[src/rtl/core/gsg_pkg.sv]
// Shared types, constants and widths for the gray Sobel gradient block.
package gsg_pkg;

    localparam int DEF_MAX_WIDTH  = 4096;
    localparam int DEF_MAX_HEIGHT = 4096;

    localparam int PIX_W      = 8;
    localparam int CFG_W      = 13;
    localparam int COORD_W    = 12;
    localparam int GRAD_W     = 9;
    localparam int LINE_W     = 2 * PIX_W;
    localparam int IN_DATA_W  = 24;
    localparam int OUT_DATA_W = 48;

    localparam logic [CFG_W-1:0] IMAGE_WIDTH_RESET = 13'd640;
    localparam int               MIN_WIDTH         = 3;

    // Luma weights for (38r + 75g + 15b) >> 7.
    localparam logic [15:0] GRAY_R_COEF = 16'd38;
    localparam logic [15:0] GRAY_G_COEF = 16'd75;
    localparam logic [15:0] GRAY_B_COEF = 16'd15;
    localparam int          GRAY_SHIFT  = 7;

    localparam int OUT_FIFO_DEPTH = 3;

    // Control that travels with a pixel from the accept stage to the kernel stage.
    typedef struct packed {
        logic valid;
        logic emit;
        logic fwd;
    } t_s1_ctl;

    // One gradient result; first field in the highest bits when packed.
    typedef struct packed {
        logic        [COORD_W-1:0] center_row;
        logic        [COORD_W-1:0] center_col;
        logic signed [GRAD_W-1:0]  grad_vertical;
        logic signed [GRAD_W-1:0]  grad_horizontal;
    } t_result;

endpackage

[src/rtl/core/gsg_kernel.sv]
// Kernel stage: 3x3 window, Sobel sums, line memory write-back.
module gsg_kernel
    import gsg_pkg::*;
#(
    parameter int CW = $clog2(DEF_MAX_WIDTH),
    parameter int RW = $clog2(DEF_MAX_HEIGHT)
) (
    input  logic              i_clk,
    input  logic              i_rst_n,
    input  t_s1_ctl           i_ctl,
    input  logic [CW-1:0]     i_col,
    input  logic [RW-1:0]     i_row,
    input  logic [PIX_W-1:0]  i_gray,
    input  logic [LINE_W-1:0] i_rd_data,
    input  logic [LINE_W-1:0] i_fwd_data,
    output logic              o_wr_en,
    output logic [CW-1:0]     o_wr_addr,
    output logic [LINE_W-1:0] o_wr_data,
    output logic              o_push,
    output t_result           o_result
);

    logic [PIX_W-1:0] r_win [6];

    logic [LINE_W-1:0]  w_line;
    logic [PIX_W-1:0]   w_up;
    logic [PIX_W-1:0]   w_mid;
    logic signed [10:0] a0, a1, a2, b0, b2, c0, c1, c2;
    logic signed [10:0] w_gx;
    logic signed [10:0] w_gy;
    logic signed [10:0] w_gx_q;
    logic signed [10:0] w_gy_q;

    always_comb begin
        w_line = i_ctl.fwd ? i_fwd_data : i_rd_data;
        w_up   = w_line[LINE_W-1 -: PIX_W];
        w_mid  = w_line[PIX_W-1:0];

        a0 = $signed({3'b000, r_win[0]});
        a1 = $signed({3'b000, r_win[1]});
        a2 = $signed({3'b000, r_win[2]});
        b0 = $signed({3'b000, r_win[3]});
        b2 = $signed({3'b000, r_win[5]});
        c0 = $signed({3'b000, w_up});
        c1 = $signed({3'b000, w_mid});
        c2 = $signed({3'b000, i_gray});

        w_gx = (c0 - a0) + ((c1 - a1) <<< 1) + (c2 - a2);
        w_gy = (a2 + (b2 <<< 1) + c2) - (a0 + (b0 <<< 1) + c0);

        // Divide by four, rounding toward zero.
        w_gx_q = (w_gx < 0) ? ((w_gx + 11'sd3) >>> 2) : (w_gx >>> 2);
        w_gy_q = (w_gy < 0) ? ((w_gy + 11'sd3) >>> 2) : (w_gy >>> 2);
    end

    always_ff @(posedge i_clk) begin
        if (!i_rst_n) begin
            for (int k = 0; k < 6; k++) begin
                r_win[k] <= '0;
            end
        end else if (i_ctl.valid) begin
            r_win[0] <= r_win[3];
            r_win[1] <= r_win[4];
            r_win[2] <= r_win[5];
            r_win[3] <= w_up;
            r_win[4] <= w_mid;
            r_win[5] <= i_gray;
        end
    end

    assign o_wr_en   = i_ctl.valid;
    assign o_wr_addr = i_col;
    assign o_wr_data = {w_mid, i_gray};

    assign o_push                   = i_ctl.valid && i_ctl.emit;
    assign o_result.grad_horizontal = GRAD_W'(w_gx_q);
    assign o_result.grad_vertical   = GRAD_W'(w_gy_q);
    assign o_result.center_col      = COORD_W'(32'(i_col) - 32'd1);
    assign o_result.center_row      = COORD_W'(32'(i_row) - 32'd1);

endmodule

[config.mk]
export PLATFORM = sky130hd
export DESIGN_NAME = gsg_kernel
export DESIGN_NICKNAME = d
export VERILOG_FILES = /design/src/rtl/core/gsg_pkg.sv /design/src/rtl/core/gsg_kernel.sv
export SDC_FILE = /design/constraint.sdc
export NUM_CORES = 1
export LEC_CHECK = 0
export BUFFER_PORTS_ARGS = -buffer_cell sky130_fd_sc_hd__buf_2
export CORE_AREA = 4 4 130 132
export CTS_BUF_LIST = sky130_fd_sc_hd__clkbuf_8
export CTS_CLUSTER_SIZE = 40
export DETAILED_ROUTE_END_ITERATION = 10
export DIE_AREA = 0 0 134 136
export PLACE_DENSITY = 0.56
export RECOVER_POWER = 100
export SLEW_MARGIN = 10
export SYNTH_ARGS = -nofsm -noshare
export SYNTH_HDL_FRONTEND = slang
export SYNTH_SLANG_ARGS = --single-unit
[constraint.sdc]
create_clock -name i_clk -period 10.3 [get_ports i_clk]
set_input_delay 1.03 -clock i_clk [delete_from_list [all_inputs] [get_ports i_clk]]
set_output_delay 1.03 -clock i_clk [all_outputs]
set_load 0.01 [all_outputs]
# After elaboration in Yosys (flattened, before gate mapping)
# Memories as Yosys holds them, arrays and structs flattened.
# Index checks and enable logic that the tools add are counted.
op_classes:
  bitwise_logic: 6
  order_cmp: 2
  add_sub_neg: 14
  reduce_logical: 1
  mux: 13
ops:
  columns: ["cell", "count"]
  rows:
  - ["$mux 8", 6]
  - ["$sub 8x8->9", 3]
  - ["$sub 12x1->12 const B", 2]
  - ["$add 10x8->11", 2]
  - ["$add 11x3->11 const B", 2]
  - ["$lt 11x1->1 const B", 2]
  - ["$add 8x9->10", 2]
  - ["$mux 9", 2]
  - ["$mux 16", 1]
  - ["$add 11x9->11", 1]
  - ["$add 9x10->11", 1]
  - ["$sub 11x11->11", 1]
  - ["$or 1x1->1", 6]
  - ["$mux 1", 4]
  - ["$logic_and 1x1->1", 1]
word_totals:
  ramBits: 48
  ff_bits: 0
  output_inout_bits: 72
  memories: 1
mem_list:
  columns: ["name", "words", "word_bits", "rd", "rd_ports_with_merged_regs", "wr", "line_no", "rtl"]
  rows:
  - ["r_win", 6, 8, 6, 0, 6, "gsg_kernel.sv:23", "logic [PIX_W-1:0] r_win [6];"]

# Logic depth before layout (Yosys ltp)
depth:
  depth_word: 6
  mapped_depth: 23
  ltp_nobuf: 21

# Least setup slack after synthesis
# No wires, ideal clock.
synth_timing:
  kind: "input port to output port"
  startpoint: "input i_ctl[0] (netlist bit)"
  endpoint: "output o_result[4] (netlist bit)"
  t_arrival_ps: 5915
  path_buffers: 2
  slack_ps: 3355
  path_stages: 23
  cell_sequence: "clkbuf_1 -> clkbuf_1 -> mux2i_1 -> ha_1 -> inv_1 -> fa_1 -> a21o_1 -> a21oi_1 -> nor2_1 -> o21a_1 -> o21ai_0 -> nand2b_1 -> a21o_1 -> fa_1 -> inv_1 -> ha_1 -> inv_1 -> a2111oi_4 -> o211a_1 -> nor3_4 -> nand4_1 -> mux2i_1 -> xnor2_1"
synth_rtl:
  columns: ["item", "line_no", "rtl"]
  rows:
  - ["start, declared", "gsg_kernel.sv:10", "input t_s1_ctl i_ctl,"]
  - ["end, declared", "gsg_kernel.sv:20", "output t_result o_result"]

==> flow_results.org <==
** Run status
- The run finished, with violations left.
- Violations in the final reports :: max-capacitance violations, max-slew violations

** Critical path
- For the worst flop-to-flop path, the logic depth is 1.
- Slowest library cell on the worst path :: clkbuf_1
- STA classifies the critical path endpoint as an output pin.
- Start of the worst register-to-register path :: r_win[5][6]
- Biggest cell delay along the critical path :: around 0.93 ns
- The critical path goes through clkbuf_1 -> mux2i_1 -> ha_1 -> inv_1 -> fa_1 -> a21o_1 -> a21oi_1 -> nor2_1 -> o21a_1 -> o21ai_0 -> nand2b_1 -> a21o_1 -> fa_1 -> inv_1 -> ha_1 -> inv_1 -> a2111oi_4 -> nor3_1 -> nor3_1 -> nand4_1 -> mux2i_1 -> xnor2_1 -> clkbuf_1.
- Total buffers and inverters traversed by the critical path :: 5
- The endpoint identified for the worst register-to-register timing path is r_win[2][6].
- Worst path most repeated cell :: inv_1
- CP top delay family :: adder cells
- Crit path required time :: 9.27 ns
- By startpoint and endpoint, the worst setup path is classified as in -> out.
- Category of the worst setup path launch point :: input port
- Reg2Reg Setup Slack :: between 9 and 10 ns
- Critical path fanouts, max :: 16
- At the worst endpoint, the arrival time is 7.06 ns.

** Clock network
- TritonCTS clock tree :: yes
- Sinks on Clock Net :: 48
- Clock latency reported for the late side of the worst-skew pair :: between 0.3 and 0.4 ns
- Quantity of hold-fixing buffers added after cts :: 0
- In this run, CTS created clock tree buffers numbering 5.
- Once the clock tree was built, the setup fixing pass inserted 0 buffers.
- Post_cts resized :: 0
- The clock tree synthesis step divided the H-tree into 2 levels.
- The tree is rooted in a clkbuf_8.
- After clock tree synthesis, the clock-pin slew on the worst setup and hold paths is ~0.11 ns.
- CTS max path bufs :: 2

** Place
- Number of buffers added on ports :: 140
- Counting tap cells, the placed design contains a total of between 900 and 1000 instances.
- Setup slack at placement :: 3.12 ns
- Routability-driven placement finished with a final weighted congestion of around 0.88.
- Once detailed placement completed, the half-perimeter wirelength came to 11.2 mm.

** Synth
- Synthesis produced between 600 and 700 cells.
- The mapped netlist covers 5610 um^2.
- Count of distinct cell types in the synthesized netlist :: 46
- In the synthesized netlist the async set-or-reset flop fraction comes to 0%.
- Number of storage elements in the synthesis netlist :: 48
- Number of warnings issued by yosys :: 0
- Mean post-synth cell area :: around 9.2 um^2
- Number of enable flip-flop cells after synthesis :: 48
- Ys flop type :: edfxtp_1
- Counting every net in the synthesized netlist gives a little under 800.
- For this run, the register share of the synthesized area comes to about a quarter.

** Route
- Antenna Nets Post-Route :: 0
- Overall routed net length :: approximately 13 mm
- Post-route DRC :: 0
- Count of routing violations after the opening detailed-route iteration :: 162
- Avg WL per Cell :: 14.4 um
- Vias per Instance :: approximately 4.7
- Detailed routing inserted a total of approximately 4400 vias.
- Length of the first detailed-routing pass in iterations :: 5

** Timing
- The clock arrives with 0.00590 ns of skew.
- Setup repair after global routing left no endpoint under its margin.
- The worst path needs 8.09 ns of the cycle, external delays included.
- The final hold violation count is 0.
- Static timing analysis puts the maximum clock frequency at approximately 0.12 GHz.
- Final WS setup :: approximately 2.2 ns
- Slew Limit Headroom :: -53.7%
- Final max-slew violation count :: between 40 and 50
- Fin crit share :: around four fifths
- Summed over all failing endpoints, the final setup total negative slack is 0 ns.
- Setup violations remaining at the end of the flow were counted as 0.
- Tightest Pin Transition :: 2.31 ns

** Pwr
- Worst VDD drop :: ~0.15 mV
- The completed layout was analyzed and its total power is between 1.5 and 2 mW.
- Dividing total power by cell area gives a power density of approximately 280 nW/um^2.
- Leak pwr :: between 3 and 4 nW

** Layout
- Of the cells placed in the final design, the portion with a size suffix greater than 1 is between 10 and 15%.
- The area growth from synthesis to layout is 13.3%.
- Biggest registers after layout :: r_win x48
- The register with the most flip-flops in the layout has 48 of them.
- Filler-free cell count of the finished design :: 936
- Largest register by flop count :: r_win
- Ant diodes :: 0
- Nets :: slightly below 900

** Min path
- Cells on Worst Hold Path :: 1
- Hold Path Sink :: r_win[1][2]
- The worst hold path belongs to the class reg -> reg.
- In this run the most critical hold path is launched from r_win[4][2].

** Floorplanning
- IO Count :: around 140
- Core Box Area :: 15700 um^2
- The initialized floorplan defines 46 standard-cell rows.
- Die area :: about 18000 um^2
- The die is 136 um tall.
- Effective utilization at floorplan :: 35.7%
- Die boundary width :: approximately 130 um

** Global routing
- The initial antenna violation count came to 0.
- In the global route stage, overall resource usage came out at approximately 15%.
- Wire length of the first global-routing pass :: ~22 mm
- Number of global-route vias before repair :: ~4600
- Entering global routing, the biggest net connects about 40 pins.
- Total grt overflow :: 0

** Run
- Count of max-cap constraint violations :: 1
==> cells in the mapped netlist (all sizes together), types with 10 or more instances <==
library cell,instances,area (um^2)
inv,123,462
edfxtp,48,1440
ha,48,601
nor2,48,180
fa,44,881
xnor2,35,307
buf,30,223
o21ai,25,125
a21oi,22,110
nand2,22,82.6
xor2,20,175
and3,16,100
nand3,14,70.1
a21o,13,98.9
nor2b,12,75.1
mux2i,10,100
==> per-layer routing <==
| layer | share of wire, % | track usage, % |
|---|---|---|
| met5 | 0 | 0 |
| met3 | 4.9 | 2.44 |
| met2 | 50 | 27.7 |
| met4 | 0.80 | 2.74 |
| met1 | 44 | 18.6 |
==> kinds of logic after synthesis <==
kind of cell / count (synthesis) / synth area share (%)
buf+inv: 161 / 12.7
simple gates: 149 / 13.4
fa+ha+maj: 92 / 26.4
compound gates: 86 / 9.93
xor+xnor: 55 / 8.59
flops: 48 / 25.7
mux: 17 / 3.19
==> area by class of cell <==
type | count | area [um^2]
multi-input cells | 399 | 3430
clock inverters | 3 | 46.3
fillers | 1656 | 9360
inverters | 123 | 462
flip-flops and latches | 48 | 1440
repair buffers | 142 | 628
well taps | 216 | 270
clock buffers | 5 | 68.8
==> per-stage QoR <==
step / hold WS (ns) / util, % / cell area [um^2]
after floorplan: 0.535 / - / 5610
after global placement: 0.538 / 40.4 / 6340
after detailed placement: 0.550 / 40.4 / 6340
after CTS: 0.571 / 41.1 / 6460
after global routing: 0.595 / 40.4 / 6350
final: 0.571 / 40.4 / 6350
==> report_power, final <==
group          switching [mW]  internal (mW)  total [mW]
Clock                  0.0780         0.0734       0.151
Sequential            0.00503          0.231       0.236
Combinational           0.819          0.556        1.37
==> cells in the final DEF, fill, tap and decap left out, types with 4 or more instances in the layout <==
cell and instances:
fa_1 44, mux2_1 5, mux2i_1 10, nand3_1 14
and3_1 16, inv_1 123, nand2_1 22, buf_2 76
nor3_1 8, clkbuf_1 66, ha_1 48, o21a_1 7
clkbuf_8 5, nor4_1 4, nor2_1 48, a21o_1 12
edfxtp_1 48, nand2b_1 8, nor2b_1 12, o21ai_0 25
xor2_1 20, a21oi_1 22, xnor2_1 35, or3_1 6
==> how the worst max path moves through the flow <==
stage               startpoint          end  slack (ns)  cells past startpoint
floorplan             i_ctl[0]  o_result[4]        3.35                     23
global placement      i_ctl[0]  o_result[4]        3.26                     23
detailed placement    i_ctl[0]  o_result[4]        3.12                     23
CTS                   i_ctl[0]  o_result[4]        3.08                     23
global route          i_ctl[0]  o_result[4]        1.64                     23
finish                i_ctl[0]  o_result[4]        2.21                     23
No activity file was read; power rests on OpenSTA's default activity.
