**src/rtl/core/gsg_pkg.sv**
```systemverilog
// Shared types, constants and widths for the gray Sobel gradient block.
package gsg_pkg;

    localparam int DEF_MAX_WIDTH  = 4096;
    localparam int DEF_MAX_HEIGHT = 4096;

    localparam int PIX_W      = 8;
    localparam int CFG_W      = 13;
    localparam int COORD_W    = 12;
    localparam int GRAD_W     = 9;
    localparam int LINE_W     = 2 * PIX_W;
    localparam int IN_DATA_W  = 24;
    localparam int OUT_DATA_W = 48;

    localparam logic [CFG_W-1:0] IMAGE_WIDTH_RESET = 13'd640;
    localparam int               MIN_WIDTH         = 3;

    // Luma weights for (38r + 75g + 15b) >> 7.
    localparam logic [15:0] GRAY_R_COEF = 16'd38;
    localparam logic [15:0] GRAY_G_COEF = 16'd75;
    localparam logic [15:0] GRAY_B_COEF = 16'd15;
    localparam int          GRAY_SHIFT  = 7;

    localparam int OUT_FIFO_DEPTH = 3;

    // Control that travels with a pixel from the accept stage to the kernel stage.
    typedef struct packed {
        logic valid;
        logic emit;
        logic fwd;
    } t_s1_ctl;

    // One gradient result; first field in the highest bits when packed.
    typedef struct packed {
        logic        [COORD_W-1:0] center_row;
        logic        [COORD_W-1:0] center_col;
        logic signed [GRAD_W-1:0]  grad_vertical;
        logic signed [GRAD_W-1:0]  grad_horizontal;
    } t_result;

endpackage

```
**src/rtl/core/gsg_front.sv**
```systemverilog
// Accept stage: position counters, width register, gray conversion and line memory read.
module gsg_front
    import gsg_pkg::*;
#(
    parameter int MAX_WIDTH  = DEF_MAX_WIDTH,
    parameter int MAX_HEIGHT = DEF_MAX_HEIGHT,
    parameter int CW         = $clog2(DEF_MAX_WIDTH),
    parameter int RW         = $clog2(DEF_MAX_HEIGHT)
) (
    input  logic              i_clk,
    input  logic              i_rst_n,
    input  logic              i_cfg_wr_en,
    input  logic [CFG_W-1:0]  i_cfg_wr_data,
    input  logic              i_accept,
    input  logic [PIX_W-1:0]  i_blue,
    input  logic [PIX_W-1:0]  i_green,
    input  logic [PIX_W-1:0]  i_red,
    input  logic              i_sof,
    input  logic              i_wr_en,
    input  logic [CW-1:0]     i_wr_addr,
    input  logic [LINE_W-1:0] i_wr_data,
    output logic [CW-1:0]     o_rd_addr,
    output t_s1_ctl           o_ctl,
    output logic [CW-1:0]     o_col,
    output logic [RW-1:0]     o_row,
    output logic [PIX_W-1:0]  o_gray,
    output logic [LINE_W-1:0] o_fwd_data
);

    localparam int WW = ($clog2(MAX_WIDTH + 1) > CFG_W) ? $clog2(MAX_WIDTH + 1) : CFG_W;

    logic [CFG_W-1:0]  r_image_width;
    logic [CW-1:0]     r_col;
    logic [RW-1:0]     r_row;
    t_s1_ctl           r_ctl;
    logic [CW-1:0]     r_s1_col;
    logic [RW-1:0]     r_s1_row;
    logic [PIX_W-1:0]  r_gray;
    logic [LINE_W-1:0] r_fwd_data;

    logic [WW-1:0]     w_cfg_ext;
    logic [WW-1:0]     w_eff;
    logic [CW-1:0]     w_col_base;
    logic [CW-1:0]     w_col_cur;
    logic [RW-1:0]     w_row_cur;
    logic [WW-1:0]     w_col_inc;
    logic [CW-1:0]     n_col;
    logic [RW-1:0]     n_row;
    logic [15:0]       w_sum;

    always_comb begin
        w_cfg_ext = WW'(r_image_width);
        if (w_cfg_ext < WW'(MIN_WIDTH)) begin
            w_eff = WW'(MIN_WIDTH);
        end else if (w_cfg_ext > WW'(MAX_WIDTH)) begin
            w_eff = WW'(MAX_WIDTH);
        end else begin
            w_eff = w_cfg_ext;
        end

        w_col_base = i_sof ? '0 : r_col;
        w_col_cur  = (WW'(w_col_base) >= w_eff) ? '0 : w_col_base;
        w_row_cur  = i_sof ? '0 : r_row;

        w_col_inc = WW'(w_col_cur) + WW'(1);
        if (w_col_inc >= w_eff) begin
            n_col = '0;
            n_row = (w_row_cur < RW'(MAX_HEIGHT - 1)) ? w_row_cur + RW'(1) : w_row_cur;
        end else begin
            n_col = w_col_inc[CW-1:0];
            n_row = w_row_cur;
        end

        w_sum = GRAY_R_COEF * 16'(i_red) + GRAY_G_COEF * 16'(i_green)
              + GRAY_B_COEF * 16'(i_blue);
    end

    always_ff @(posedge i_clk) begin
        if (!i_rst_n) begin
            r_image_width <= IMAGE_WIDTH_RESET;
            r_col         <= '0;
            r_row         <= '0;
            r_ctl         <= '0;
        end else begin
            if (i_cfg_wr_en) begin
                r_image_width <= i_cfg_wr_data;
            end
            r_ctl.valid <= i_accept;
            if (i_accept) begin
                r_col     <= n_col;
                r_row     <= n_row;
                r_ctl.emit <= (w_row_cur >= RW'(2)) && (w_col_cur >= CW'(2));
                // The kernel stage writes this column in the same edge as the read.
                r_ctl.fwd  <= i_wr_en && (i_wr_addr == w_col_cur);
            end
        end
    end

    always_ff @(posedge i_clk) begin
        if (i_accept) begin
            r_s1_col   <= w_col_cur;
            r_s1_row   <= w_row_cur;
            r_gray     <= w_sum[GRAY_SHIFT +: PIX_W];
            r_fwd_data <= i_wr_data;
        end
    end

    assign o_rd_addr  = w_col_cur;
    assign o_ctl      = r_ctl;
    assign o_col      = r_s1_col;
    assign o_row      = r_s1_row;
    assign o_gray     = r_gray;
    assign o_fwd_data = r_fwd_data;

endmodule

```
**config.mk**
```make
export PLATFORM = sky130hd
export DESIGN_NAME = gsg_front
export DESIGN_NICKNAME = d
export VERILOG_FILES = /design/src/rtl/core/gsg_pkg.sv /design/src/rtl/core/gsg_front.sv
export SDC_FILE = /design/constraint.sdc
export NUM_CORES = 1
export LEC_CHECK = 0
export BUFFER_PORTS_ARGS = -buffer_cell sky130_fd_sc_hd__buf_2
export CORE_MARGIN = 4
export CORE_UTILIZATION = 46
export CTS_BUF_LIST = sky130_fd_sc_hd__clkbuf_2 sky130_fd_sc_hd__clkbuf_4 sky130_fd_sc_hd__clkbuf_8
export DETAILED_ROUTE_END_ITERATION = 8
export GPL_ROUTABILITY_DRIVEN = 1
export MAX_ROUTING_LAYER = met4
export PLACE_DENSITY_LB_ADDON = 0.25
export SYNTH_ARGS = -nofsm -noshare
export SYNTH_HDL_FRONTEND = slang
export SYNTH_SLANG_ARGS = --single-unit
```
**constraint.sdc**
```tcl
create_clock -name i_clk -period 6.6 [get_ports i_clk]
set_input_delay 1.32 -clock i_clk [delete_from_list [all_inputs] [get_ports i_clk]]
set_output_delay 1.32 -clock i_clk [all_outputs]
set_load 0.01 [all_outputs]
```
# After elaboration in Yosys (flattened, before gate mapping)
# Cells that the tools add are included.
[word_totals]
regBits = 88
latchBits = 0
mem_bits_rw = 0
rom_bits = 0
input_bits = 71
output_inout_bits = 63
wordCells = 35
n_memories = 0
[classes]
n_addsub = 4
mul = 3
n_div = 0
magnitude_cmp = 7
n_eq_ne = 1
shifts = 0
mux = 8
bitwise_logic = 0
n_reduce_logical = 2
[op_table]
columns = ["cell", "count"]
rows = [
  ["12-bit 2-to-1 mux", 6],
  ["13-bit 2-to-1 mux", 2],
  ["12-bit by 2-bit >= comparator with 1-bit output (second input constant)", 2],
  ["14-bit by 15-bit adder with 15-bit output", 1],
  ["15-bit by 12-bit adder with 15-bit output", 1],
  ["7-bit by 8-bit multiplier with 15-bit output (first input constant)", 1],
  ["12-bit by 1-bit adder with 13-bit output (second input constant)", 1],
  ["12-bit by 13-bit >= comparator with 1-bit output", 1],
  ["13-bit >= comparator", 1],
  ["13-bit > comparator (second input constant)", 1],
  ["13-bit by 2-bit less-than comparator with 1-bit output (second input constant)", 1],
  ["5-bit by 8-bit multiplier with 13-bit output (first input constant)", 1],
  ["12-bit by 1-bit adder with 12-bit output (second input constant)", 1],
  ["12-bit == test", 1],
  ["12-bit less-than comparator (second input constant)", 1],
  ["4-bit by 8-bit multiplier with 12-bit output (first input constant)", 1],
  ["1-bit logical AND", 2],
]

# Longest topological paths before layout
[depth]
depth_word = 8
depth_mapped = 27
ltp_nobuf = 25

# Least setup slack after synthesis
# OpenSTA, ideal clock, no wires.
[synth_path]
kind = "in2reg"
start = "input i_red[1]"
end = "register r_gray[7], in the netlist o_gray[7] (data pin)"
setup_time_ns = 0.258
arrival_ns = 6.348
required_time_ns = 6.342
setup_slack_ns = -0.006
path_stages = 25
n_path_buf = 0
cell_sequence = "ha_1 inv_1 fa_1 inv_1 ha_1 inv_1 nor2_1 nor2_1 xnor2_1 fa_1 fa_1 inv_1 fa_1 inv_1 fa_1 inv_1 ha_1 nand3_1 nand2_1 a41o_1 o211a_1 o21a_1 o21a_1 nor2_1 xnor2_1"
[synth_via]
elab_chain_cells = 3
[synth_lines]
columns = ["element", "line", "source"]
rows = [
  ["start: declaration", "gsg_front.sv:17", "input logic [PIX_W-1:0] i_red,"],
  ["5-bit by 8-bit multiplier with 13-bit output", "gsg_front.sv:74", "w_sum = GRAY_R_COEF * 16'(i_red) + GRAY_G_COEF * 16'(i_green)"],
  ["14-bit by 15-bit adder with 15-bit output", "gsg_front.sv:74", ""],
  ["15-bit by 12-bit adder with 15-bit output", "gsg_front.sv:75", "+ GRAY_B_COEF * 16'(i_blue);"],
  ["named net w_sum[14]", "gsg_front.sv:49", "logic [15:0] w_sum;"],
  ["end signal: assignment", "gsg_front.sv:103", "r_gray <= w_sum[GRAY_SHIFT +: PIX_W];"],
  ["end: declaration", "gsg_front.sv:38", "logic [PIX_W-1:0] r_gray;"],
]
# The timed path passes the listed nets, and every way through them passes these cells.
# A chain may end at the register's enable or synchronous reset.

# Worst setup path after layout
# Same ends and word-level chain as after synthesis.

==> results.json <==
{
  "io_buffers": 133,
  "area_delta_synth_final_pct": 16.78,
  "synth_enable_flop_cells": 48,
  "start_kind": "primary input",
  "grt_pass1_wl_um": 25650,
  "start_util_pct": 47.11,
  "critical_path_arrival_ps": 6510,
  "grt.overflow.total": 0,
  "layout-drive-gt1-share_pct": 23.58,
  "ys_warn_count": 0,
  "stdcell_count": 1072,
  "cp_max_fo": 3,
  "nets": 1069,
  "synth_ff_type": "edfxtp_1",
  "end_kind": "flop",
  "fin_util_pct": 55.01,
  "relSlewSlack_pct": 29.69,
  "syn_area_sq_um": 7188,
  "grt_usage_pct": 18.31,
  "die-area_sq_um": 17690,
  "die_x_um": 133.0,
  "numCtsBuffers": 9,
  "syn_avg_cell_area_sq_um": 10.07,
  "synthCells": 714,
  "antenna_found_initial": 0,
  "io_pins": 134,
  "cts_max_level": 3,
  "async_reset_ff_share_pct": 0,
  "ant_nets": 0,
  "n_fill_cell": 1362,
  "drtIter0Drc": 237,
  "clockBufferDepth": 2,
  "vias_per_cell": 5.003,
  "drc": 0,
  "total_power_uw": 2909,
  "drt-total-wl_um": 15370,
  "fin_crit_ps": 6383,
  "synth_top_area_share_pct": 20.05,
  "diodes": 0,
  "hold_violations": 0,
  "cts.sinks": 88,
  "powerDensity_nw_per_um2": 346.6,
  "fin_ws_ps": 217.3,
  "fin_setup_tns_ps": 0,
  "cts_hold_buffers": 0,
  "cts_tree": "done",
  "yosys-top-cells-area": "edfxtp_1, ha_1, fa_1, dfxtp_1, inv_1",
  "finalSetupViolCount": 0,
  "placementRows": 45,
  "ff2ff_path_depth": 26,
  "drtPass1Iterations": 5,
  "yosysUniqueCellTypes": 70,
  "hold_path.class": "flop to flop",
  "cap_viol_max_count": 0,
  "criticalPathCategory": "primary input to flop",
  "grt_max_degree": 42,
  "tightestPinTransition_ps": 1053,
  "synth.largest_area_cell": "edfxtp_1",
  "dp_hpwl_um": 12580,
  "ys_ff_latch": 88,
  "clock_skew_ps": 5.638,
  "holdPathStages": 2,
  "place.gp.congestion": 0.8750,
  "yosysSeqAreaShare_pct": 31.19,
  "status": "finished clean",
  "dieHeight_um": 133.0,
  "clkTransAtPathRegs_ps": 90,
  "synth_fp_nets": 927,
  "slew_violations": 0,
  "grt_pass1_vias": 5267,
  "irDropWorstVdd_uv": 230.1,
  "root_buffer": "clkbuf_8",
  "numPlacedInstances": 1056,
  "post_cts_buffers": 0,
  "fin_crit_sh_pct": 96.71,
  "final_cell_mix": "buf_2, inv_1, ha_1, fa_1",
  "dp_slack_ps": -270.6,
  "timing.fmax_mhz": 156.7,
  "cts_resized": 0,
  "vias": 5363,
  "coreArea_sq_um": 15260,
  "clk-insertion-delay-late_ps": 370,
  "crit_required_ps": 6730,
  "leakagePower_uw": 0.004036,
  "post_drt_wl_per_cell_um": 14.34,
  "layout_commonest_cell": "buf_2"
}
[cell families after synthesis]
group	synth area share, %
simple gates	16.97
buf+inv	7.032
mux	2.385
flops	31.19
compound gates	8.164
fa+ha+maj	30.36
xor+xnor	3.899
[report_power, final]
part / internal, uW / switching [uW] / leakage, uW
combinational: 898 / 893 / 0.00314
sequential: 714 / 25.8 / 0.000797
clock: 181 / 197 / 0.000100
[state kept, by name, summed over array words and instances (netlist names)]
name           cells
r_col             12
r_row             12
r_image_width     13
o_col             12
o_row             12
o_fwd_data        16
o_gray             8
o_ctl              3
[area by class of cell]
type | instances | area, sq um | area share (%)
inverter | 103 | 386.6 | 4.606
clock inverter | 6 | 68.82 | 0.8198
tap | 211 | 264.0 | 3.145
clock buffer | 10 | 131.4 | 1.565
multi-input combinational | 500 | 4478 | 53.35
sequential | 88 | 2242 | 26.71
timing repair buffer | 154 | 823.3 | 9.808
[cells in the mapped netlist (all sizes together) (3+ instances only)]
cell,instances
inv,102
ha,88
fa,54
nor2,51
edfxtp,48
nand2,48
dfxtp,40
a21oi,28
nor2b,27
nand3,21
xnor2,18
nor3,17
mux2i,16
o21ai,14
xor2,14
clkbuf,13
buf,10
and2,9
nand2b,9
nand4,9
nor4,8
a21o,7
and3,6
o21a,6
a211oi,4
nand3b,4
o21bai,3
or2,3
[stage by stage]
stage               hold slack [ps]  cell area, sq um
floorplan                     465.6              7201
CTS                           473.1              8369
finish                        468.3              8394
global placement              458.7              8169
detailed placement            460.8              8169
global route                  507.1              8394
[routing by layer]
layer | vias to the layer above | share of wire [%] | track usage [%]
li1 | 2702 | - | -
met1 | 2495 | 49 | 25.63
met2 | 153 | 45 | 28.19
met3 | 13 | 5.7 | 2.738
met4 | 0 | 1.0 | 4.330
met5 | - | 0 | -
[path summary, 6_finish.rpt]
path / start / end / slack (ps)
worst max-delay path: i_red[1] / o_gray[7] / 220
worst max register to register: r_image_width[8] / r_row[11] / 470
worst min register to register: o_ctl[1] / o_ctl[1] / 470
worst min-delay path: o_ctl[1] / o_ctl[1] / 470
[critical path: stages]
cell,delay [ps]
buf_2,110
ha_1,270
inv_1,50
fa_1,490
inv_1,40
ha_1,290
inv_1,70
nor2_1,50
nor2_2,160
xnor2_2,150
fa_1,460
fa_1,520
inv_1,50
fa_1,470
inv_1,50
fa_1,520
inv_1,70
ha_4,250
nand3_1,80
nand2_1,50
a41o_1,220
o211a_1,240
o21a_1,180
o21a_1,190
nor2_2,90
xnor2_1,60
Power figures use the tool's default switching activity.
