===== src/rtl/core/gsg_pkg.sv =====
// Shared types, constants and widths for the gray Sobel gradient block.
package gsg_pkg;

    localparam int DEF_MAX_WIDTH  = 4096;
    localparam int DEF_MAX_HEIGHT = 4096;

    localparam int PIX_W      = 8;
    localparam int CFG_W      = 13;
    localparam int COORD_W    = 12;
    localparam int GRAD_W     = 9;
    localparam int LINE_W     = 2 * PIX_W;
    localparam int IN_DATA_W  = 24;
    localparam int OUT_DATA_W = 48;

    localparam logic [CFG_W-1:0] IMAGE_WIDTH_RESET = 13'd640;
    localparam int               MIN_WIDTH         = 3;

    // Luma weights for (38r + 75g + 15b) >> 7.
    localparam logic [15:0] GRAY_R_COEF = 16'd38;
    localparam logic [15:0] GRAY_G_COEF = 16'd75;
    localparam logic [15:0] GRAY_B_COEF = 16'd15;
    localparam int          GRAY_SHIFT  = 7;

    localparam int OUT_FIFO_DEPTH = 3;

    // Control that travels with a pixel from the accept stage to the kernel stage.
    typedef struct packed {
        logic valid;
        logic emit;
        logic fwd;
    } t_s1_ctl;

    // One gradient result; first field in the highest bits when packed.
    typedef struct packed {
        logic        [COORD_W-1:0] center_row;
        logic        [COORD_W-1:0] center_col;
        logic signed [GRAD_W-1:0]  grad_vertical;
        logic signed [GRAD_W-1:0]  grad_horizontal;
    } t_result;

endpackage


===== src/rtl/core/gsg_out_fifo.sv =====
// Small output queue that decouples the kernel stage from the result stream.
module gsg_out_fifo
    import gsg_pkg::*;
(
    input  logic    i_clk,
    input  logic    i_rst_n,
    input  logic    i_push,
    input  t_result i_result,
    input  logic    i_pop,
    output logic    o_valid,
    output t_result o_result,
    output logic [1:0] o_count
);

    t_result    r_mem [OUT_FIFO_DEPTH];
    logic [1:0] r_wptr;
    logic [1:0] r_rptr;
    logic [1:0] r_count;
    logic       w_pop;

    assign w_pop = i_pop && (r_count != 2'd0);

    always_ff @(posedge i_clk) begin
        if (!i_rst_n) begin
            r_wptr  <= '0;
            r_rptr  <= '0;
            r_count <= '0;
        end else begin
            if (i_push) begin
                r_wptr <= (r_wptr == 2'(OUT_FIFO_DEPTH - 1)) ? 2'd0 : r_wptr + 2'd1;
            end
            if (w_pop) begin
                r_rptr <= (r_rptr == 2'(OUT_FIFO_DEPTH - 1)) ? 2'd0 : r_rptr + 2'd1;
            end
            case ({i_push, w_pop})
                2'b10:   r_count <= r_count + 2'd1;
                2'b01:   r_count <= r_count - 2'd1;
                default: r_count <= r_count;
            endcase
        end
    end

    always_ff @(posedge i_clk) begin
        if (i_push) begin
            r_mem[r_wptr] <= i_result;
        end
    end

    assign o_valid  = (r_count != 2'd0);
    assign o_result = r_mem[r_rptr];
    assign o_count  = r_count;

endmodule


===== config.mk =====
export PLATFORM = sky130hd
export DESIGN_NAME = gsg_out_fifo
export DESIGN_NICKNAME = d
export VERILOG_FILES = /design/src/rtl/core/gsg_pkg.sv /design/src/rtl/core/gsg_out_fifo.sv
export SDC_FILE = /design/constraint.sdc
export NUM_CORES = 1
export LEC_CHECK = 0
export BUFFER_PORTS_ARGS = -buffer_cell sky130_fd_sc_hd__buf_2
export CORE_MARGIN = 1.5
export CORE_UTILIZATION = 57
export CTS_BUF_LIST = sky130_fd_sc_hd__clkbuf_4
export DETAILED_ROUTE_END_ITERATION = 6
export PLACE_DENSITY = 0.81
export SYNTH_ARGS = -nofsm -noshare
export SYNTH_HDL_FRONTEND = slang
export SYNTH_SLANG_ARGS = --single-unit

===== constraint.sdc =====
create_clock -name i_clk -period 5.31 [get_ports i_clk]
set_input_delay 0.531 -clock i_clk [delete_from_list [all_inputs] [get_ports i_clk]]
set_output_delay 0.531 -clock i_clk [all_outputs]
set_load 0.03 [all_outputs]

Yosys cells after proc, flatten, opt, wreduce, memory -nomap -nowiden
Memories as Yosys holds them, arrays and structs flattened. A register that Yosys moved wholly into a read port is not among the register bits.
Index checks and enable logic that the tools add are counted.
W data, S select, Z words.
{"block": "word_totals", "reg_bits": 6, "ram_bits": 126, "input_bits": 46, "out_inout_bits": 45, "wordCells": 22, "n_memories": 1}
{"block": "classes", "n_addsub": 4, "eq_ne": 4, "muxes": 7, "reduce_logical": 3}
{"name": "r_mem", "depth": 3, "width": 42, "read_ports": 1, "rd_clocked_by_memory_dff": 1, "wr": 1, "line": "gsg_out_fifo.sv:15", "text": "t_result r_mem [OUT_FIFO_DEPTH];"}
{"operator": "$mux W2", "count": 4}
{"operator": "$add A2 B1 Y2 const B", "count": 3}
{"operator": "$eq A2 B2 Y1 const B", "count": 3}
{"operator": "$pmux W2 S2", "count": 1}
{"operator": "$reduce_bool A2 Y1", "count": 2}
{"operator": "$eq A2 B1 Y1 const B", "count": 1}
{"operator": "$mux W1", "count": 2}
{"operator": "$sub A2 B1 Y2 const B", "count": 1}
{"operator": "$logic_and A1 B1 Y1", "count": 1}

Depth between registers and ports, before layout
Gate-level depths: netlist (run 1).
{"block": "depth", "ltp_word": 4, "mapped_depth": 6}

Least setup slack after synthesis (run 1)
Ideal clock, no wire load.
{"block": "synth_timing", "path_kind": "input port to flip-flop", "start": "input i_push", "end": "memory r_mem[0][0] (netlist bit), enable pin", "arrival_time_ns": 3.499, "setup_slack_ns": 1.315, "stages": 2, "path_buffers": 0, "cell_sequence": "inv_2 -> nor3_1"}
{"block": "synth_via", "elab_chain_len": 2}
{"item": "start: declaration", "line": "gsg_out_fifo.sv:7", "text": "input logic i_push,"}
{"item": "$mux W1", "line": "gsg_out_fifo.sv:44", "text": "if (i_push) begin"}
{"item": "$mux W1 (not written as such)", "line": "gsg_out_fifo.sv:45", "text": "r_mem[r_wptr] <= i_result;"}
{"item": "end: declaration", "line": "gsg_out_fifo.sv:15"}
No other way between the ends.

==> metrics.txt, run 1 <==
status finished, final reports clean; CTS root buffer clkbuf_4; global-route met2 utilization 0.331; period utilisation layout 0.551; I/O pin count just over 90; hold path start i_result[18]; r2r worst-path depth 3; gr busiest metal met2; crit-path max FO 22; Critical Path RT approximately 4.8 ns; pre-CTS WS 2.97 ns; peak supply drop 0.000270 V; Hold Crit Endpoint r_mem[2][18]; clock skew 0.0183 ns; DRC violations left 0; met3 GRT Util 0.0592; Setup Crit Path Kind reg2out; Port Buf Inserts 90; routed wire length around 8.5 mm; Crit. End Element output pin; min Tclk post-route 2.93 ns; Hold Path Depth 1; Worst Max-Slew Pin Slew between 0.6 and 0.7 ns; Initial DRC Count 146; WP data arrival between 2 and 2.5 ns; Fin Hold WS 0.211 ns; die area 9270 um2; total congestion overflow 0; pwr dens around 420 nW/um2; DIE WIDTH 96.3 um; RR Endpoint r_mem[1][27]; vias in the first global route 2625; Post-Syn Area 4960 um2; Clock Pin Slew Worst Setup and Hold Paths around 0.13 ns; Mapped Nets 347; CTS Buffer Depth 2; Net Sw Frac 0.318; first-pass GRT wire length 12.8 mm; PnR worst setup slack 2.38 ns; worst reg-to-reg setup slack roughly 3.6 ns; CP max-delay cell dfxtp_2; Synth top area share 0.762; worst path bufs/invs 2; Pleak between 2 and 2.5 nW; Placeable Area 8340 um2; Clk Latency, worst-skew pair 0.51 ns; met1 GRT Util 0.237; Seq pwr share 0.512; fin nets 448; critical path depth 4; Fin. Hold Viols 0; largest net degree at the start of global routing 51; Setup crit start kind register; Synth Instances 300; Final HPWL DP 5.21 mm; Seq cells post-synth 134; WL per Instance roughly 16 um; initial antenna violation count 1; Synth cell types 23; fillcell total 580; f_max 342 MHz; num rows 33; DR pass1 iterations 6; crit path cell chain buf_4 > mux2i_1 > o21ai_1 > buf_2; H-Tree Depth 4; clk sink count around 130; Comb power frac 0.222; area grow syn2layout 17.5%; Multi-input gate area 960 um2; gpl congestion ~0.76; NetSw 0.787 mW; register area 3950 um2; GRT Total Usage 0.199; delay-heaviest family, CP flip-flops; CTS resizes 0; Final Setup Violations 0; Antenna Nets Post-Route 0; cts bufs inserted 17; MaxCap Viol Count 0; CTS Hold Bufs 0; Setup Buffers After CTS 0; Seq/Total Area, Yosys 0.795; Slew HR 0.534; via count 2744; CTS tree built; Via density 5.28; slowest cell delay on critical path 0.80 ns; Synth Warn # 0; Final Core Density 0.699; chip height between 90 and 100 um; type of the worst min-delay path in2reg; Area contributors post-synth edfxtp_1 76%, mux2i_1 8.5%, o21ai_1 4.1%; share of cells above drive strength 1 0.324; setup_tns 0 ns; Initial Util 0.595; worst r2r src r_wptr[0]; Int Pwr between 1.5 and 2 mW; Synth Area per Inst 16.5 um2; Clock power frac 0.265; top cell type by total area after synthesis edfxtp_1; fin. max-slew vios 0; RSZ-0062 raised after global routing false; Power Total 2.47 mW
-- power by group through the flow --
stage | sequential [mW] | combinational, mW | clock (mW)
floorplan | 1.27 | 0.418 | 0
global placement | 1.29 | 0.544 | 0
detailed placement | 1.29 | 0.554 | 0
CTS | 1.27 | 0.557 | 0.672
global route | 1.28 | 0.592 | 0.713
finish | 1.27 | 0.550 | 0.656
-- through the flow --
| step | instances | instance area [um2] |
|---|---|---|
| floorplan | 300 | 4960 |
| global placement | 487 | 5540 |
| detailed placement | 487 | 5540 |
| CTS | 519 | 5830 |
| global route | 519 | 5830 |
| finish | 520 | 5830 |
-- worst max path at each step --
stage,from,end,slack [ns]
CTS,register,o_result[9],2.34
detailed placement,register,o_result[9],2.97
floorplan,i_push,r_mem[0][0],1.31
global route,register,o_result[9],2.21
finish,register,o_result[9],2.38
global placement,register,o_result[12],2.98
-- layout make-up --
type                       instances  area share
timing repair buffer              96      0.0850
tap                              105      0.0225
multi-input combinational        150       0.165
clock buffer                      18      0.0232
antenna                            1    0.000429
inverter                           2     0.00129
sequential                       134       0.677
clock inverter                    14      0.0262
-- state kept, by name (all words and copies together), names as in the netlist, named ones only --
| name | cells |
|---|---|
| r_wptr | 2 |
| r_rptr | 2 |
| o_count | 2 |
| r_mem | 126 |
-- cell usage in the layout, fill, tap and decap left out --
cell type	count
nor2b_1	2
o21ai_1	41
bufinv_16	2
or3_1	2
or2_1	1
clkinv_2	1
mux2i_1	42
nand2_1	46
inv_6	3
xnor2_1	2
buf_4	6
dfxtp_1	6
inv_2	1
clkbuf_4	18
clkinvlp_4	7
clkinv_4	1
dfxtp_2	2
o21ai_0	3
or3b_1	1
nor3_2	1
a21boi_1	3
o21a_1	2
nor2_4	2
buf_2	90
diode_2	1
edfxtp_1	126
inv_1	1
and2_1	1
ha_1	1
-- routing by layer --
metal | vias up | wire length [um]
met2 | 74 | 4340
met1 | 1320 | 3550
met5 | - | 0
met3 | 13 | 441
li1 | 1337 | -
met4 | 0 | 120
-- Yosys cell counts (all sizes together) --
library cell,n
mux2i,42
nand2,46
o21a,2
dfxtp,8
nor2,2
buf,8
xnor2,2
and2,1
or3,2
o21ai,44
nor2b,2
or3b,1
or2,1
nor3,1
inv,2
ha,1
a21boi,3
clkbuf,6
edfxtp,126
-- cells by family (layout without fill, tap and decap cells) --
group           count (synthesis)  in the layout  synth area share
flops                         134            134             0.795
other cells                     0              1                 0
fa+ha+maj                       1              1           0.00252
simple gates                   56             56            0.0466
compound gates                 49             49            0.0519
mux                            42             42            0.0847
buf+inv                        16            130            0.0159
xor+xnor                        2              2           0.00353
Note: power is estimated with default switching activity, not from simulation.
==> inputs of run 2 (changes only) <==
- ABC_AREA: not set -> 1
- CORE_UTILIZATION: 57 -> 52
- PLACE_DENSITY: 0.81 -> 0.78
- clock period: 5.31 -> 2.5 ns (I/O delays scaled with it)
==> run 2 against run 1 <==
  * Critical path depth unchanged
  * Non-clock buffer count grew 42
  * Global-route usage increased by 1.7 points
  * Hold slack worse by 0.16 ns
  * Count of clock-buffer cells in the layout unchanged
  * Synthesized cell count increased by 21%
  * Total power rose by 99%
==> metrics.txt, run 2 <==
status finished, final reports clean; delay-heaviest family, CP flip-flops; initial antenna violation count 0 (-1); vias in the first global route 3437 (+31%); WP data arrival 2.05 ns (-0.34 ns); Critical Path RT 2.25 ns (-2.53 ns); DIE WIDTH 101 um (+5.2%); Synth Instances 363 (+21%); Clock Pin Slew Worst Setup and Hold Paths 0.10 ns (-0.03 ns); share of cells above drive strength 1 0.260 (-0.0639); slowest cell delay on critical path 0.65 ns (-0.15 ns); EDFF count, synth 126 (unchanged); Final Core Density 0.668 (-0.0310); commonest non-fill, non-tap cell in the layout edfxtp_1; Power Total 4.92 mW (+99%); routed wire length 10.4 mm (+23%); period utilisation layout 0.922; Setup Crit Path Kind reg2out; crit-path max FO 23 (+4.5%); Setup crit start kind register; worst r2r src r_wptr[1]; fillcell total 728 (+26%); largest net degree at the start of global routing 43 (-16%); Synth cell types 19 (-17%); clock skew 0.0169 ns (-0.00141 ns); Post-Layout Inst Area 6200 um2 (+6.4%); Initial DRC Count 136 (-6.8%); num rows 35 (+6.1%); fin nets 549 (+23%); Fin. Hold Viols 0 (unchanged); CTS root buffer clkbuf_4; MaxCap Viol Count 0 (unchanged); Seq/Total Area, Yosys 0.785 (-0.00950); Slew HR 0.586 (+0.0514); Initial Util 0.541 (-0.0540); chip height 101 um (+5.2%); Final HPWL DP 5.88 mm (+13%); CP max-delay cell dfxtp_2; gpl congestion 0.699 (-7.7%); Synth top area share 0.753 (-0.00912); area grow syn2layout 23.5%; worst reg-to-reg setup slack 0.96 ns (-2.60 ns); Hold Path Depth 3 (+2); pwr dens 793 nW/um2 (+87%); Critical Path Sink o_result[25]; Area contributors post-synth edfxtp_1 75%, a21oi_1 8.7%, nor2_1 3.9%; r2r worst-path depth 4 (+1); via count 3294 (+20%); Clk Latency, worst-skew pair 0.48 ns (-0.03 ns); f_max 434 MHz; WL per Instance 16.2 um (-0.38%); total congestion overflow 0 (unchanged); Post-synth top cells 126 x edfxtp_1, 87 x a21oi_1, 52 x nor2_1, 49 x nand2_1, 10 x inv_1; top cell type by total area after synthesis edfxtp_1; Largest Register r_mem; Worst Max-Slew Pin Slew 0.621 ns (-0.0771 ns); worst path bufs/invs 2 (unchanged); Synth Warn # 0 (unchanged); Most used DFF post-synth edfxtp_1; crit path cell chain buf_4 > a21oi_1 > a21oi_1 > buf_2; Synth Area per Inst 13.8 um2 (-16%); Port Buf Inserts 90 (unchanged); Seq cells post-synth 134 (unchanged); first-pass GRT wire length 16.3 mm (+27%); die area 10300 um2 (+11%); top-count cell post-synth edfxtp_1; Antenna Nets Post-Route 0 (unchanged); DP Area 5560 um2 (+0.32%); Mapped Nets 410 (+18%); pre-CTS WS 0.728 ns (-2.24 ns); type of the worst min-delay path in2reg; H-Tree Depth 4 (unchanged); Crit. End Element output pin; commonest non-fill, non-tap cells in the layout 126 x edfxtp_1, 90 x buf_2, 87 x a21oi_1, 52 x nor2_1, 49 x nand2_1; setup_tns 0 ns (unchanged); clk sink count 134 (unchanged); PnR worst setup slack 0.196 ns (-2.19 ns); Async SR Flop Fraction 0 (unchanged); CTS Buffer Depth 2 (unchanged); Pleak 2.38 nW (+18%); Via density 5.14 (-2.6%); fin. max-slew vios 0 (unchanged); peak supply drop 0.000504 V (+87%); Placeable Area 9280 um2 (+11%); GRT Total Usage 0.215 (+0.0168); DRC violations left 0 (unchanged); Most Frequent Cell on Critical Path a21oi_1; RR Endpoint r_mem[1][36]; RSZ-0062 raised after global routing false; Post-Syn Area 5020 um2 (+1.2%); min Tclk post-route 2.30 ns; CTS tree built; Final Setup Violations 0 (unchanged); cts bufs inserted 17 (unchanged); ANT cells 0 (-1); CTS resizes 0 (unchanged); critical path depth 4 (unchanged); DR pass1 iterations 4 (-2); I/O pin count 91 (unchanged); max reg flops 126 (unchanged)
-- run 2: changes by cell type after synthesis, moves of 3 or more --
| cell | before | now |
|---|---|---|
| a21boi_1 | 3 | 0 |
| nor2_1 | 2 | 52 |
| o21ai_1 | 41 | 0 |
| a21oi_1 | 0 | 87 |
| inv_1 | 1 | 10 |
| buf_6 | 0 | 6 |
| nand2_1 | 46 | 49 |
| mux2i_1 | 42 | 0 |
| buf_4 | 4 | 8 |
| clkbuf_1 | 6 | 0 |
-- run 2: cells by family after synthesis --
logic type,share of synthesized area
compound gates,0.0897
flops,0.785
fa+ha+maj,0.00249
simple gates,0.0810
buf+inv,0.0416
-- run 2: worst min path at each step --
stage	start	slack (ns)	to
detailed placement	i_result[16]	0.45	r_mem[2][16]
CTS	i_rst_n	0.004	o_count[1]
floorplan	i_result[0]	0.35	r_mem[0][0]
global placement	r_wptr[1]	0.45	r_wptr[1]
finish	i_rst_n	0.05	o_count[1]
global route	i_rst_n	0.01	r_wptr[1]
-- run 2: metal layers --
layer	up-vias	global-route usage	part of all wire
met1	1600	0.248	0.42
met4	0	0.0833	0.014
li1	1584	-	-
met5	-	0	0
met3	12	0.0607	0.049
met2	98	0.383	0.52
-- run 2: final cells by class --
cell class / count / area [um2] / area share
sequential: 134 / 3950 / 0.636
timing repair buffer: 138 / 928 / 0.150
multi-input combinational: 197 / 881 / 0.142
tap: 129 / 161 / 0.0260
clock buffer: 18 / 135 / 0.0218
clock inverter: 11 / 88.8 / 0.0143
inverter: 14 / 61.3 / 0.00989
-- run 2: power breakdown --
group | internal, mW | switching, mW | leakage (nW)
Sequential | 2.57 | 0.0616 | 1.23
Clock | 0.475 | 0.711 | 0.120
Combinational | 0.328 | 0.771 | 1.02
Total | 3.37 | 1.54 | 2.38
-- run 2: per-stage QoR --
step | instances | hold WS (ns)
after CTS | 641 | 0.00449
after global placement | 570 | 0.448
after detailed placement | 570 | 0.454
after global routing | 641 | 0.0142
after floorplan | 363 | 0.349
final | 641 | 0.0484
-- run 2: worst min-delay path, stage by stage --
cell and delay [ns]:
buf_2 0.13, nand2_1 0.07, nor2_1 0.03
-- run 2: what timing repair did --
item,CTS,global route
buffers inserted,0,0
hold buffers,42,0
hold endpoints to repair,126,0
